## src/sv/xmbr_pkg.sv

```systemverilog
// ----------------------------------------------------------------------------
// XMODEM block receiver package
// Frame constants, operation and status codes, and the item types.
// ----------------------------------------------------------------------------
package xmbr_pkg;

    // Frame layout.
    localparam int PAYLOAD_BYTES = 128;
    localparam int HEADER_LEN    = 3;

    localparam logic [7:0] BYTE_START = 8'h01;
    localparam logic [7:0] BYTE_END   = 8'h04;
    localparam logic [7:0] POS_START  = 8'd0;
    localparam logic [7:0] POS_BLOCK  = 8'd1;
    localparam logic [7:0] POS_COMPL  = 8'd2;
    localparam logic [7:0] POS_DATA   = 8'(HEADER_LEN);
    localparam logic [7:0] POS_CHECK  = 8'(PAYLOAD_BYTES + HEADER_LEN);
    localparam logic [7:0] BLOCK_FIRST = 8'd1;

    // Input operation codes; code 3 is unused.
    typedef enum logic [1:0] {
        OP_BYTE    = 2'd0,
        OP_TIMEOUT = 2'd1,
        OP_RESTART = 2'd2
    } op_t;

    // Result status codes.
    typedef enum logic [1:0] {
        ST_OK       = 2'd0,
        ST_COMPLETE = 2'd1,
        ST_INVALID  = 2'd2,
        ST_RECEIVED = 2'd3
    } status_t;

    typedef struct packed {
        op_t        op;
        logic [7:0] rx_byte;
    } rx_item_t;

    typedef struct packed {
        status_t    status;
        logic       payload_valid;
        logic [6:0] payload_index;
        logic [7:0] payload_byte;
    } res_item_t;

endpackage

```

## src/sv/xmodem_block_receiver.sv

```systemverilog
// ----------------------------------------------------------------------------
// XMODEM block receiver
// Checks XMODEM checksum frames byte by byte and reports each data byte with
// its position in the payload, together with a status for every byte.
// ----------------------------------------------------------------------------
//  Channel  | Direction | Handshake          | Item
//  rx       | in        | rx_valid/rx_ready  | rx_item  (op, rx_byte)
//  res      | out       | res_valid/res_ready| res_item (status, payload fields)
//
// One item is taken per cycle while rx_ready is high; each byte's result is
// registered. Frame state updates in the same cycle as acceptance.
// A two-entry output queue (result register plus skid register) lets the
// block take a further item while one result waits; rx_ready falls only when
// both are full. Reset sets the expected block to one and the frame to start.
module xmodem_block_receiver (
    input  logic                clk,
    input  logic                rst_n,
    input  logic                rx_valid,
    output logic                rx_ready,
    input  xmbr_pkg::rx_item_t  rx_item,
    output logic                res_valid,
    input  logic                res_ready,
    output xmbr_pkg::res_item_t res_item
);
    import xmbr_pkg::*;

    logic [7:0] block_reg, block_next;
    logic [7:0] pos_reg,   pos_next;
    logic [7:0] sum_reg,   sum_next;

    logic       out_valid_reg;
    res_item_t  out_reg;
    logic       skid_valid_reg;
    res_item_t  skid_reg;

    logic       rx_accept;
    logic       res_pop;
    logic       has_result;
    res_item_t  result;

    assign rx_ready  = !skid_valid_reg;
    assign rx_accept = rx_valid && rx_ready;
    assign res_valid = out_valid_reg;
    assign res_item  = out_reg;
    assign res_pop   = out_valid_reg && res_ready;

    // Frame decoding for the current item.
    always_comb
    begin
        block_next           = block_reg;
        pos_next             = pos_reg;
        sum_next             = sum_reg;
        has_result           = 1'b0;
        result.status        = ST_OK;
        result.payload_valid = 1'b0;
        result.payload_index = 7'd0;
        result.payload_byte  = 8'd0;
        case (rx_item.op)
            OP_TIMEOUT:
            begin
                pos_next = POS_START;
            end
            OP_RESTART:
            begin
                pos_next   = POS_START;
                block_next = BLOCK_FIRST;
            end
            OP_BYTE:
            begin
                has_result = 1'b1;
                if (pos_reg == POS_START)
                begin
                    if (rx_item.rx_byte == BYTE_START)
                    begin
                        pos_next = POS_BLOCK;
                    end
                    else if (rx_item.rx_byte == BYTE_END)
                    begin
                        result.status = ST_COMPLETE;
                    end
                    else
                    begin
                        result.status = ST_INVALID;
                    end
                end
                else if (pos_reg == POS_BLOCK)
                begin
                    if (rx_item.rx_byte == block_reg)
                    begin
                        pos_next = POS_COMPL;
                    end
                    else
                    begin
                        pos_next      = POS_START;
                        result.status = ST_INVALID;
                    end
                end
                else if (pos_reg == POS_COMPL)
                begin
                    if (rx_item.rx_byte == ~block_reg)
                    begin
                        pos_next = POS_DATA;
                        sum_next = 8'd0;
                    end
                    else
                    begin
                        pos_next      = POS_START;
                        result.status = ST_INVALID;
                    end
                end
                else if (pos_reg < POS_CHECK)
                begin
                    sum_next             = sum_reg + rx_item.rx_byte;
                    pos_next             = pos_reg + 8'd1;
                    result.payload_valid = 1'b1;
                    result.payload_index = 7'(pos_reg - POS_DATA);
                    result.payload_byte  = rx_item.rx_byte;
                end
                else
                begin
                    // Checksum byte, or any position past it.
                    pos_next = POS_START;
                    if (rx_item.rx_byte == sum_reg)
                    begin
                        block_next    = block_reg + 8'd1;
                        result.status = ST_RECEIVED;
                    end
                    else
                    begin
                        result.status = ST_INVALID;
                    end
                end
            end
            default:
            begin
                has_result = 1'b0;
            end
        endcase
    end

    // Frame state.
    always_ff @(posedge clk or negedge rst_n)
    begin
        if (!rst_n)
        begin
            block_reg <= BLOCK_FIRST;
            pos_reg   <= POS_START;
            sum_reg   <= 8'd0;
        end
        else if (rx_accept)
        begin
            block_reg <= block_next;
            pos_reg   <= pos_next;
            sum_reg   <= sum_next;
        end
    end

    // Output queue control: result register at the head, skid register behind.
    always_ff @(posedge clk or negedge rst_n)
    begin
        if (!rst_n)
        begin
            out_valid_reg  <= 1'b0;
            skid_valid_reg <= 1'b0;
        end
        else if (skid_valid_reg)
        begin
            if (res_pop)
            begin
                skid_valid_reg <= 1'b0;
            end
        end
        else if (rx_accept && has_result)
        begin
            if (out_valid_reg && !res_pop)
            begin
                skid_valid_reg <= 1'b1;
            end
            else
            begin
                out_valid_reg <= 1'b1;
            end
        end
        else if (res_pop)
        begin
            out_valid_reg <= 1'b0;
        end
    end

    // Output queue payload.
    always_ff @(posedge clk)
    begin
        if (skid_valid_reg)
        begin
            if (res_pop)
            begin
                out_reg <= skid_reg;
            end
        end
        else if (rx_accept && has_result)
        begin
            if (out_valid_reg && !res_pop)
            begin
                skid_reg <= result;
            end
            else
            begin
                out_reg <= result;
            end
        end
    end

endmodule

```

## config.mk

```make
export PLATFORM = sky130hd
export DESIGN_NAME = xmodem_block_receiver
export DESIGN_NICKNAME = d
export VERILOG_FILES = /design/src/sv/xmbr_pkg.sv /design/src/sv/xmodem_block_receiver.sv
export SDC_FILE = /design/constraint.sdc
export NUM_CORES = 1
export LEC_CHECK = 0
export BUFFER_PORTS_ARGS = -buffer_cell sky130_fd_sc_hd__buf_2
export CAP_MARGIN = 10
export CORE_MARGIN = 8
export CORE_UTILIZATION = 50
export CTS_BUF_LIST = sky130_fd_sc_hd__clkbuf_16
export CTS_CLUSTER_SIZE = 25
export DETAILED_ROUTE_END_ITERATION = 8
export PLACE_DENSITY = 0.79
export SETUP_SLACK_MARGIN = 0.15
export SLEW_MARGIN = 15
export SYNTH_ARGS = -nofsm -noshare
export SYNTH_HDL_FRONTEND = slang
export SYNTH_SLANG_ARGS = --single-unit
```

## constraint.sdc

```tcl
create_clock -name clk -period 2.1 [get_ports clk]
set_input_delay 0 -clock clk [delete_from_list [all_inputs] [get_ports clk]]
set_output_delay 0 -clock clk [all_outputs]
set_load 0.005 [all_outputs]
```

== After elaboration in Yosys (flattened, before gate mapping) ==
Index checks and enable logic that the tools add are counted.

* Bits of input ports: 14
* Output and inout port bits: 20
* Word-level logic and storage cells: 104
* Register bits after elaboration: 62

* Mux-type cells: 43
* Order comparisons: 1
* Eq/ne operators: 19
* Reductions and logical operators: 20
* Bitwise operators: 4
* Add/subtract/negate cells: 4

{| class="wikitable"
|+ Operators by type and width
! cell !! number
|-
| $mux W8 || 13
|-
| $mux W18 || 5
|-
| $mux W16 || 4
|-
| $pmux W8 S2 || 2
|-
| $eq A8 B8 Y1 || 3
|-
| $mux W2 || 10
|-
| $add A8 B1 Y8 const B || 2
|-
| $eq A8 B1 Y1 const B || 2
|-
| $ne A2 B2 Y1 const B || 7
|-
| $reduce_and A3 Y1 || 4
|-
| $reduce_bool A2 Y1 || 5
|-
| $mux W1 || 9
|-
| $add A8 B8 Y8 || 1
|-
| $eq A8 B2 Y1 const B || 1
|-
| $eq A8 B3 Y1 const B || 1
|-
| $logic_not A8 Y1 || 1
|-
| $lt A8 B8 Y1 const B || 1
|-
| $not A8 Y8 || 1
|-
| $reduce_and A7 Y1 || 1
|-
| $sub A7 B2 Y7 const B || 1
|-
| $reduce_and A6 Y1 || 1
|-
| $logic_and A1 B1 Y1 || 4
|-
| $ne A2 B1 Y1 const B || 2
|-
| $ne A3 B3 Y1 const B || 1
|-
| other kinds (6) || 9
|}

== Longest topological paths before layout ==
Gate-level depths: netlist of the first run.

* Depth after elaboration: 10
* Mapped depth: 8
* Gate-level depth less buffers: 8

== Worst setup path after synthesis of the first run ==
Ideal clock, no wire load.

* Path type: reg2reg
* Start: register skid_valid_reg
* End: register out_reg (netlist bit res_item[0]), enable pin
* Arrival time: 1.840 ns
* Slack: -0.139 ns
* Stages on the path, launching flop included: 5
* Data required time: 1.701 ns
* Buffers on the path: 2
* Setup time: 0.399 ns
* Period minus slack after synthesis: 2.239 ns
* Cells stage by stage: dfrtp_1 > clkbuf_1 > clkbuf_1 > nand2_1 > a21oi_1

* Word-level cells in the longest chain between the ends: 5
* Elaborated cells on any way between the ends: 7
* Classes of those cells: 2 x eq/ne; 5 x reduce/logical

{| class="wikitable"
|+ RTL lines
! what !! line !! source
|-
| start: declaration || xmodem_block_receiver.sv:33 || <nowiki>logic skid_valid_reg;</nowiki>
|-
| start signal: assignment || xmodem_block_receiver.sv:164 || <nowiki>skid_valid_reg <= 1'b0;</nowiki>
|-
| start signal: assignment || xmodem_block_receiver.sv:170 || <nowiki>skid_valid_reg <= 1'b0;</nowiki>
|-
| start signal: assignment || xmodem_block_receiver.sv:177 || <nowiki>skid_valid_reg <= 1'b1;</nowiki>
|-
| $logic_not A1 Y1 || xmodem_block_receiver.sv:41 || <nowiki>assign rx_ready = !skid_valid_reg;</nowiki>
|-
| $logic_and A1 B1 Y1 || xmodem_block_receiver.sv:42 || <nowiki>assign rx_accept = rx_valid && rx_ready;</nowiki>
|-
| $logic_and A1 B1 Y1 || xmodem_block_receiver.sv:200 || <nowiki>else if (rx_accept && has_result)</nowiki>
|-
| $reduce_bool A2 Y1 (no source line) || -- ||
|-
| $reduce_and A3 Y1 (no source line) (*) || -- ||
|-
| end signal: assignment || xmodem_block_receiver.sv:197 || <nowiki>out_reg <= skid_reg;</nowiki>
|-
| end signal: assignment || xmodem_block_receiver.sv:208 || <nowiki>out_reg <= result;</nowiki>
|-
| end: declaration || xmodem_block_receiver.sv:32 || <nowiki>res_item_t out_reg;</nowiki>
|}

Every way passes the cells marked *; elsewhere a longest branch is shown, timed or not.
A chain may end at the register's enable or synchronous reset.

== Worst setup path after layout of the first run ==
* Start: register pos_reg[0]
* End: register sum_reg[7]

* Word-level cells in the longest chain between the ends: 3
* Elaborated cells on any way between the ends: 10
* Classes of those cells: 1 x order compare; 3 x eq/ne; 1 x mux; 2 x bitwise; 3 x reduce/logical

{| class="wikitable"
|+ RTL lines
! what !! line !! source
|-
| start: declaration || xmodem_block_receiver.sv:28 || <nowiki>logic [7:0] pos_reg, pos_next;</nowiki>
|-
| start signal: assignment || xmodem_block_receiver.sv:153 || <nowiki>pos_reg <= pos_next;</nowiki>
|-
| $lt A8 B8 Y1, or another cell as far along || xmodem_block_receiver.sv:111 || <nowiki>else if (pos_reg < POS_CHECK)</nowiki>
|-
| $reduce_bool A2 Y1 (no source line), or another cell as far along || -- ||
|-
| $reduce_and A6 Y1 (no source line) || -- ||
|-
| end signal: assignment || xmodem_block_receiver.sv:154 || <nowiki>sum_reg <= sum_next;</nowiki>
|-
| end: declaration || xmodem_block_receiver.sv:29 || <nowiki>logic [7:0] sum_reg, sum_next;</nowiki>
|}

Parallel ways exist; a longest one is shown, timed or not.

==> results.sh, run 1 <==
export IMPL_grt_max_degree=27
export IMPL_violations="setup timing"
export IMPL_fin_hold_ws_ns=0.0818
export IMPL_dp_slack_ns=-0.0765
export IMPL_hold_viol=0
export IMPL_syn_mean_instance_area_um2=10.4
export IMPL_cts_tree="yes"
export IMPL_h_tree_depth=3
export IMPL_async_flop_share_pct=41.9
export IMPL_io_buffers=33
export IMPL_r2r_start="pos_reg[0]"
export IMPL_status="finished with violations"
export IMPL_fin_area_um2=4740
export IMPL_finClkSkew_ns=0.00315
export IMPL_fin_crit_ns=2.16
export IMPL_routed_via_count=2972
export IMPL_initial_utilization_pct=52.2
export IMPL_hold_end="skid_reg[6]"
export IMPL_min_path_cells=2
export IMPL_path_max_fanout=5
export IMPL_clock_path_buffers=2
export IMPL_cts_clk_slew_worst_paths_ns=0.05
export IMPL_min_from="rx_item[6]"
export IMPL_period_share_pct=103
export IMPL_synth_flop_cell="edfxtp_1"
export IMPL_r2r_slack_ns=-0.06
export IMPL_hpwl_mm=6.22
export IMPL_drtAntennaViolNets=0
export IMPL_syn_nets=371
export IMPL_slew_limit_headroom_pct=57.2
export IMPL_grt_pass1_vias=2973
export IMPL_netlist_area_um2=3560
export IMPL_fin_ws_ns=-0.0597
export IMPL_synth_enable_flop_cells=36
export IMPL_synth_seq_area_share_pct=48.6
export IMPL_p_per_area_nw_per_um2=1010
export IMPL_wire_per_inst_um=17.1
export IMPL_hp_class="in2reg"
export IMPL_final_cell_mix="buf_4 (36), edfxtp_1 (36), buf_2 (33), nand2_1 (26), dfrtp_1 (23)"
export IMPL_antenna_found_initial=0
export IMPL_worstSetupPathType="reg2reg"
export IMPL_peakVddDrop_uv=705
export IMPL_p_total_mw=4.81
export IMPL_yosys_top_cells_area="edfxtp_1 (30%), dfrtp_1 (18%), ha_1 (4.9%), xnor2_1 (3.9%), mux2_2 (2.8%)"
export IMPL_yosysTopAreaCellShare_pct=30.3
export IMPL_drc=0
export IMPL_cp_arrival_ns=2.38
export IMPL_layoutNonFillerInstCount=517
export IMPL_yosysTopAreaCell="edfxtp_1"
export IMPL_layout_drive_gt1_share_pct=37.3
export IMPL_firstDrtPassIters=4
export IMPL_synth_cell_type_count=51
export IMPL_placed_area_um2=4130
export IMPL_die_area_um2=10100
export IMPL_yosysWarnings=0
export IMPL_cts_buffers=9
export IMPL_crit_required_ns=2.32
export IMPL_finalMaxSlewViolations=0
export IMPL_reg2reg_to="sum_reg[7]"
export IMPL_p_leak_nw=2.03
export IMPL_worstMarginPinSlew_ns=0.641
export IMPL_die_w_um=100
export IMPL_die_height_um=100
export IMPL_io_pins=34
export IMPL_nNetsFinal=445
export IMPL_clkSinkCount=62
export IMPL_diodes=0
export IMPL_cts_root_buffer="clkbuf_16"
export IMPL_fillers=473
export IMPL_grt_overflow=0
export IMPL_ys_seq_elements=62
export IMPL_area_growth_pct=33.1
export IMPL_track_usage_pct=18.1
export IMPL_via_per_inst=5.75
export IMPL_rsz0062_at_grt="true"
export IMPL_drt_initial_drc_count=211
export IMPL_coreArea_um2=6830
export IMPL_worstSkewPairLatency_ns=0.33
export IMPL_setup_viol=12
export IMPL_cp_start_kind="flip-flop"
export IMPL_drv_cap=0
export IMPL_place_inst=493
export IMPL_fmax_mhz=463
export IMPL_drt_wl_total_mm=8.83
export IMPL_endpoint_kind="flip-flop"
export IMPL_gp_congestion=0.925
export IMPL_fp_row_count=30
export IMPL_worstRegToRegCells=6
export IMPL_synthCells=342
export IMPL_grt_pass1_wl_mm=14.4
## metal layers
layer	global-route usage, %	up-vias	wire length, um
met1	22.4	1406	3830
li1	-	1421	-
met4	11.0	0	248
met3	3.32	25	586
met5	0	-	0
met2	28.8	120	4170
## what timing repair did
action                     4_1_cts  5_1_grt
hold endpoints to repair        27        0
pin swaps                       18       13
gates resized for setup         33       23
setup endpoints to repair       42       59
buffers inserted                 5        1
hold buffers                     2        0
## through the flow
stage | utilization (%) | setup TNS, ns
after global routing | 69.5 | -1.45
after CTS | 68.1 | -0.210
after floorplan | - | 0
after detailed placement | 60.5 | -0.171
final | 69.5 | -0.288
after global placement | 60.5 | 0
## worst max-delay path, stage by stage (launching register included)
cell and delay [ns]:
dfrtp_2 0.42, ha_4 0.16, or4_4 0.49, o21ai_4 0.27, nand3_4 0.16, a2111o_1 0.47, o311ai_2 0.08
## cell type report
class / count / area (um2) / share of cell area (%)
Clock buffer: 9 / 225 / 4.75
Clock inverter: 7 / 73.8 / 1.56
Inverter: 18 / 67.6 / 1.42
Multi-Input combinational cell: 249 / 2010 / 42.3
Sequential cell: 62 / 1740 / 36.6
Tap cell: 96 / 120 / 2.53
Timing Repair Buffer: 76 / 515 / 10.9
## cells by family (layout without fill, tap and decap cells)
group | Yosys count | count (layout) | synth area share [%]
muxes | 12 | 12 | 3.69
AOI/OAI and AO/OA | 75 | 75 | 14.6
DFF | 62 | 62 | 48.6
and+or+nand+nor | 129 | 129 | 19.4
adders and majority gates | 15 | 15 | 5.48
xor gates and xnor gates | 18 | 18 | 4.42
buffers and inverters | 31 | 110 | 3.76
## cell usage after synthesis, drive strengths merged (3+ instances only)
library cell	count
nor3b	5
a21oi	14
nand3	18
and3	14
mux2	9
edfxtp	36
nor2	20
ha	14
clkbuf	9
nor4	9
nand2	27
buf	4
xnor2	16
and2	9
mux2i	3
nand4	3
o31ai	10
or4	3
a31oi	4
inv	18
a21o	9
o211ai	4
o21ai	17
o21a	5
nor3	10
dfrtp	25
nand2b	4
## where the power goes
group | switching [mW] | internal (mW) | total, mW
sequential | 0.142 | 1.52 | 1.66
combinational | 0.914 | 0.776 | 1.69
clock | 0.542 | 0.918 | 1.46
## worst max-delay path by stage
stage | from | endpoint | slack [ns] | depth (start not counted)
detailed placement | pos_reg[0] | res_item[10] | -0.08 | 6
floorplan | pos_reg[0] | sum_reg[4] | 0.03 | 7
finish | pos_reg[0] | sum_reg[7] | -0.06 | 6
global route | pos_reg[0] | res_item[16] | -0.09 | 6
CTS | pos_reg[0] | res_item[9] | -0.03 | 7
global placement | pos_reg[0] | res_item[16] | 0.01 | 6
Power figures use the tool's default switching activity.
==> run 2, diff against run 1 <==
--- a/config.mk
+++ b/config.mk
@@ -8,11 +8,11 @@
 export BUFFER_PORTS_ARGS = -buffer_cell sky130_fd_sc_hd__buf_2
 export CAP_MARGIN = 10
 export CORE_MARGIN = 8
-export CORE_UTILIZATION = 50
+export CORE_UTILIZATION = 54
 export CTS_BUF_LIST = sky130_fd_sc_hd__clkbuf_16
 export CTS_CLUSTER_SIZE = 25
 export DETAILED_ROUTE_END_ITERATION = 8
-export PLACE_DENSITY = 0.79
+export PLACE_DENSITY = 0.84
 export SETUP_SLACK_MARGIN = 0.15
 export SLEW_MARGIN = 15
 export SYNTH_ARGS = -nofsm -noshare
==> results.sh, run 2 (synthesis results as in run 1) <==
export IMPL_cts_clk_slew_worst_paths_ns=0.06
export IMPL_via_per_inst=6.29
export IMPL_antenna_found_initial=0
export IMPL_die_w_um=97.2
export IMPL_io_buffers=33
export IMPL_die_height_um=97.2
export IMPL_layout_cells_most_common="buf_4"
export IMPL_worstSkewPairLatency_ns=0.33
export IMPL_hpwl_mm=6.16
export IMPL_hold_viol=0
export IMPL_p_leak_nw=2.04
export IMPL_peakVddDrop_uv=848
export IMPL_violations="setup timing"
export IMPL_drt_initial_drc_count=290
export IMPL_crit_required_ns=2.18
export IMPL_routed_via_count=3125
export IMPL_finalMaxSlewViolations=0
export IMPL_fin_crit_ns=2.20
export IMPL_layout_drive_gt1_share_pct=37.9
export IMPL_initial_utilization_pct=56.1
export IMPL_grt_pass1_vias=2980
export IMPL_cp_arrival_ns=2.28
export IMPL_io_pins=34
export IMPL_area_growth_pct=32.5
export IMPL_clock_path_buffers=2
export IMPL_hp_class="in2reg"
export IMPL_setup_viol=20
export IMPL_critPathSlowestCell="or4_4"
export IMPL_h_tree_depth=3
export IMPL_layoutNonFillerInstCount=497
export IMPL_drtAntennaViolNets=0
export IMPL_finClkSkew_ns=0.00405
export IMPL_cts_tree="yes"
export IMPL_diodes=0
export IMPL_place_inst=471
export IMPL_p_per_area_nw_per_um2=1060
export IMPL_clkSinkCount=62
export IMPL_drc=0
export IMPL_path_delay_family="simple AND/OR/NAND/NOR gates"
export IMPL_fmax_mhz=455
export IMPL_coreArea_um2=6350
export IMPL_nNetsFinal=444
export IMPL_cts_buffers=9
export IMPL_worst_path_buf_inv=0
export IMPL_fin_ws_ns=-0.0966
export IMPL_cts_root_buffer="clkbuf_16"
export IMPL_endpoint_kind="flip-flop"
export IMPL_worstMarginPinSlew_ns=0.675
export IMPL_fp_row_count=29
export IMPL_critical_path_max_stage_delay_ns=0.50
export IMPL_worstSetupPathType="reg2reg"
export IMPL_grt_max_degree=27
export IMPL_fin_util_pct=74.4
export IMPL_status="finished with violations"
export IMPL_rsz0062_at_grt="true"
export IMPL_grt_pass1_wl_mm=14.6
export IMPL_slew_limit_headroom_pct=55.0
export IMPL_path_max_fanout=5
export IMPL_placed_area_um2=4080
export IMPL_drt_wl_total_mm=9.43
export IMPL_die_area_um2=9450
export IMPL_path_cells="ha_4, or4_4, o21ai_4, nor2_1, o21a_1, mux2_4"
export IMPL_track_usage_pct=19.1
export IMPL_gp_congestion=0.910
export IMPL_grt_overflow=0
export IMPL_fin_area_um2=4720
export IMPL_period_share_pct=105
export IMPL_wire_per_inst_um=19.0
export IMPL_final_cell_mix="buf_4 (39), edfxtp_1 (36), buf_2 (33), nand2_1 (27), dfrtp_1 (22)"
export IMPL_cp_start_kind="flip-flop"
export IMPL_firstDrtPassIters=4
export IMPL_drv_cap=0
export IMPL_dp_slack_ns=-0.00316
-- run 2: changes by cell type in the layout (fill, tap and decap cells not counted), moves of 3 or more --
cell     previous run  this run
o21ai_0             8        13
o21ai_1             7         2
buf_4              36        39
buf_6               4         1
ha_1                9         6
nor3_4              4         1
-- run 2: cell type report --
class | count | area (um2)
inverters | 18 | 67.6
flip-flops and latches | 62 | 1740
repair buffers | 75 | 489
clock inverters | 7 | 98.8
fillers | 398 | 1630
clock buffers | 9 | 225
multi-input cells | 249 | 2010
well taps | 77 | 96.3
-- run 2: per-layer routing --
metal	global-route usage (%)	routed length [um]
met1	23.2	3840
met2	31.4	4620
met3	4.20	725
met4	8.74	236
met5	0	0
-- run 2: final timing paths --
| path | slack [ns] | cells past startpoint | start | endpoint |
|---|---|---|---|---|
| min in group asynchronous | 0.24 | 2 | rst_n | pos_reg[4] |
| worst min register to register | 0.49 | 1 | sum_reg[2] | sum_reg[2] |
| worst max-delay path | -0.1 | 6 | pos_reg[0] | res_item[16] |
| max in group asynchronous | 1.39 | 2 | rst_n | pos_reg[0] |
| worst max register to register | -0.1 | 6 | pos_reg[0] | res_item[16] |
| worst min-delay path | 0.08 | 2 | rx_item[6] | skid_reg[6] |
-- run 2: report_power, final --
group	switching, mW	internal (mW)	total, mW
clock network	0.573	1.04	1.61
registers	0.153	1.52	1.67
logic	0.931	0.792	1.72
-- run 2: per-stage QoR --
step | total power [mW] | hold slack, ns | setup TNS (ns)
2_1_floorplan | 2.66 | -0.296 | 0
3_3_place_gp | 3.05 | 0.0644 | 0
3_5_place_dp | 3.10 | 0.0617 | -0.00490
4_1_cts | 4.83 | 0.0563 | -0.0321
5_1_grt | 5.22 | 0.0747 | -2.55
6_report | 5.01 | 0.0824 | -0.581
-- run 2: what timing repair did --
item	4_1_cts	5_1_grt
resized for setup	20	26
hold buffers	2	0
pin swaps	4	17
cloned	0	0
hold endpoints to repair	27	0
endpoints found under the setup margin	39	59
setup buffers	3	5
==> run 3, diff against run 2 <==
--- a/config.mk
+++ b/config.mk
@@ -5,7 +5,7 @@
 export SDC_FILE = /design/constraint.sdc
 export NUM_CORES = 1
 export LEC_CHECK = 0
-export BUFFER_PORTS_ARGS = -buffer_cell sky130_fd_sc_hd__buf_2
+export BUFFER_PORTS_ARGS = -buffer_cell sky130_fd_sc_hd__clkbuf_2
 export CAP_MARGIN = 10
 export CORE_MARGIN = 8
 export CORE_UTILIZATION = 54
==> results.sh, run 3 (synthesis results as in run 1) <==
export IMPL_wl_met3_mm=1.15
export IMPL_initial_utilization_pct=56.1
export IMPL_clkSinkCount=62
export IMPL_cts_clk_slew_worst_paths_ns=0.06
export IMPL_crit_required_ns=2.32
export IMPL_grt_pass1_vias=2962
export IMPL_routed_via_count=3416
export IMPL_hp_class="in2reg"
export IMPL_hold_viol=0
export IMPL_gp_congestion=0.900
export IMPL_layout_cells_most_common="buf_4"
export IMPL_io_pins=34
export IMPL_setup_viol=18
export IMPL_die_w_um=97.2
export IMPL_coreArea_um2=6350
export IMPL_final_cell_mix="buf_4 (48), edfxtp_1 (36), clkbuf_2 (33), nand2_1 (26), dfrtp_1 (21)"
export IMPL_p_leak_nw=2.17
export IMPL_fmax_mhz=461
export IMPL_worstSkewPairLatency_ns=0.33
export IMPL_hpwl_mm=6.17
export IMPL_wire_per_inst_um=22.0
export IMPL_cts_buffers=9
export IMPL_fin_setup_tns_ns=-0.711
export IMPL_drt_wl_total_mm=11.4
export IMPL_status="finished with violations"
export IMPL_fillers=327
export IMPL_clock_path_buffers=2
export IMPL_seq_area_um2=1740
export IMPL_cts_root_buffer="clkbuf_16"
export IMPL_drtAntennaViolNets=0
export IMPL_layout_drive_gt1_share_pct=44.0
export IMPL_slew_limit_headroom_pct=48.6
export IMPL_die_height_um=97.2
export IMPL_highest_layer="met4"
export IMPL_drt_initial_drc_count=446
export IMPL_grt_overflow=0
export IMPL_cp_start_kind="flip-flop"
export IMPL_p_per_area_nw_per_um2=1010
export IMPL_fin_crit_ns=2.17
export IMPL_multiInputGateArea_um2=2130
export IMPL_peakVddDrop_uv=808
export IMPL_drv_cap=0
export IMPL_drc=0
export IMPL_grt_max_degree=27
export IMPL_violations="setup timing"
export IMPL_area_growth_pct=40.7
export IMPL_path_max_fanout=3
export IMPL_nNetsFinal=464
export IMPL_cp_arrival_ns=2.38
export IMPL_p_total_mw=5.05
export IMPL_diodes=0
export IMPL_fp_row_count=29
export IMPL_cts_tree="yes"
export IMPL_h_tree_depth=3
export IMPL_io_buffers=33
export IMPL_period_share_pct=103
export IMPL_endpoint_kind="flip-flop"
export IMPL_grt_pass1_wl_mm=14.9
export IMPL_antenna_found_initial=0
export IMPL_track_usage_pct=19.3
export IMPL_finalMaxSlewViolations=0
export IMPL_fin_ws_ns=-0.0673
export IMPL_finClkSkew_ns=0.00971
export IMPL_met2_length_mm=5.19
export IMPL_worstSetupPathType="reg2reg"
export IMPL_rsz0062_at_grt="true"
export IMPL_worstMarginPinSlew_ns=0.771
export IMPL_via_per_inst=6.62
export IMPL_firstDrtPassIters=8
export IMPL_wl_met1_mm=4.41
export IMPL_die_area_um2=9450
## run 3: cell types whose count changed in the layout (fill, tap and decap cells not counted), sizes merged
cell | before | now
clkbuf | 9 | 43
buf | 73 | 59
clkinv | 4 | 2
bufinv | 2 | 0
clkinvlp | 1 | 4
## run 3: worst paths after layout
check                      startpoint     endpoint  slack [ns]  cells past startpoint
max                        pos_reg[1]   sum_reg[4]       -0.07                      8
min                        rx_item[5]  skid_reg[5]        0.09                      2
max reg2reg                pos_reg[1]   sum_reg[4]       -0.07                      8
min reg2reg                sum_reg[2]   sum_reg[2]        0.50                      1
max in group asynchronous       rst_n   pos_reg[4]        1.29                      2
min in group asynchronous       rst_n   pos_reg[6]        0.28                      2
## run 3: through the flow
stage	util, %	hold slack (ns)	instance area [um2]	instances	setup slack [ns]
3_5_place_dp	64.6	0.0978	4100	473	-0.0388
4_1_cts	72.5	0.0694	4600	503	0.00862
6_report	78.9	0.0855	5010	516	-0.0673
3_3_place_gp	64.6	0.0880	4100	473	0.0217
2_1_floorplan	-	-0.296	3650	342	0.0284
5_1_grt	78.9	0.0746	5010	516	-0.0876
## run 3: layer usage
| metal | GRT usage [%] | vias to the layer above |
|---|---|---|
| met5 | 0 | - |
| met4 | 8.39 | 0 |
| met3 | 4.98 | 73 |
| met2 | 30.5 | 258 |
| met1 | 24.4 | 1633 |
| li1 | - | 1452 |
## run 3: repair_timing
action | CTS | global route
endpoints found under the setup margin | 40 | 58
setup buffers | 13 | 12
gates cloned | 0 | 1
gates resized for setup | 24 | 68
hold buffers | 2 | 0
endpoints found under the hold margin | 27 | 0
pin swaps | 18 | 25
## run 3: layout make-up
class	count	area share (%)
multi-input cells	249	42.4
flip-flops and latches	62	34.7
repair buffers	95	14.2
clock buffers	9	4.49
well taps	77	1.92
inverters	18	1.50
clock inverters	6	0.799
## run 3: report_power, final
group / switching [mW] / internal (mW) / total, mW
clock network: 0.537 / 0.785 / 1.32
registers: 0.162 / 1.52 / 1.68
logic: 1.11 / 0.940 / 2.05
## run 3: critical path: stages (launching register included)
cell	delay, ns
dfrtp_1	0.43
buf_6	0.15
inv_6	0.05
ha_4	0.16
or2_4	0.27
a31oi_4	0.23
nand4_1	0.22
and2_4	0.26
o41ai_2	0.30
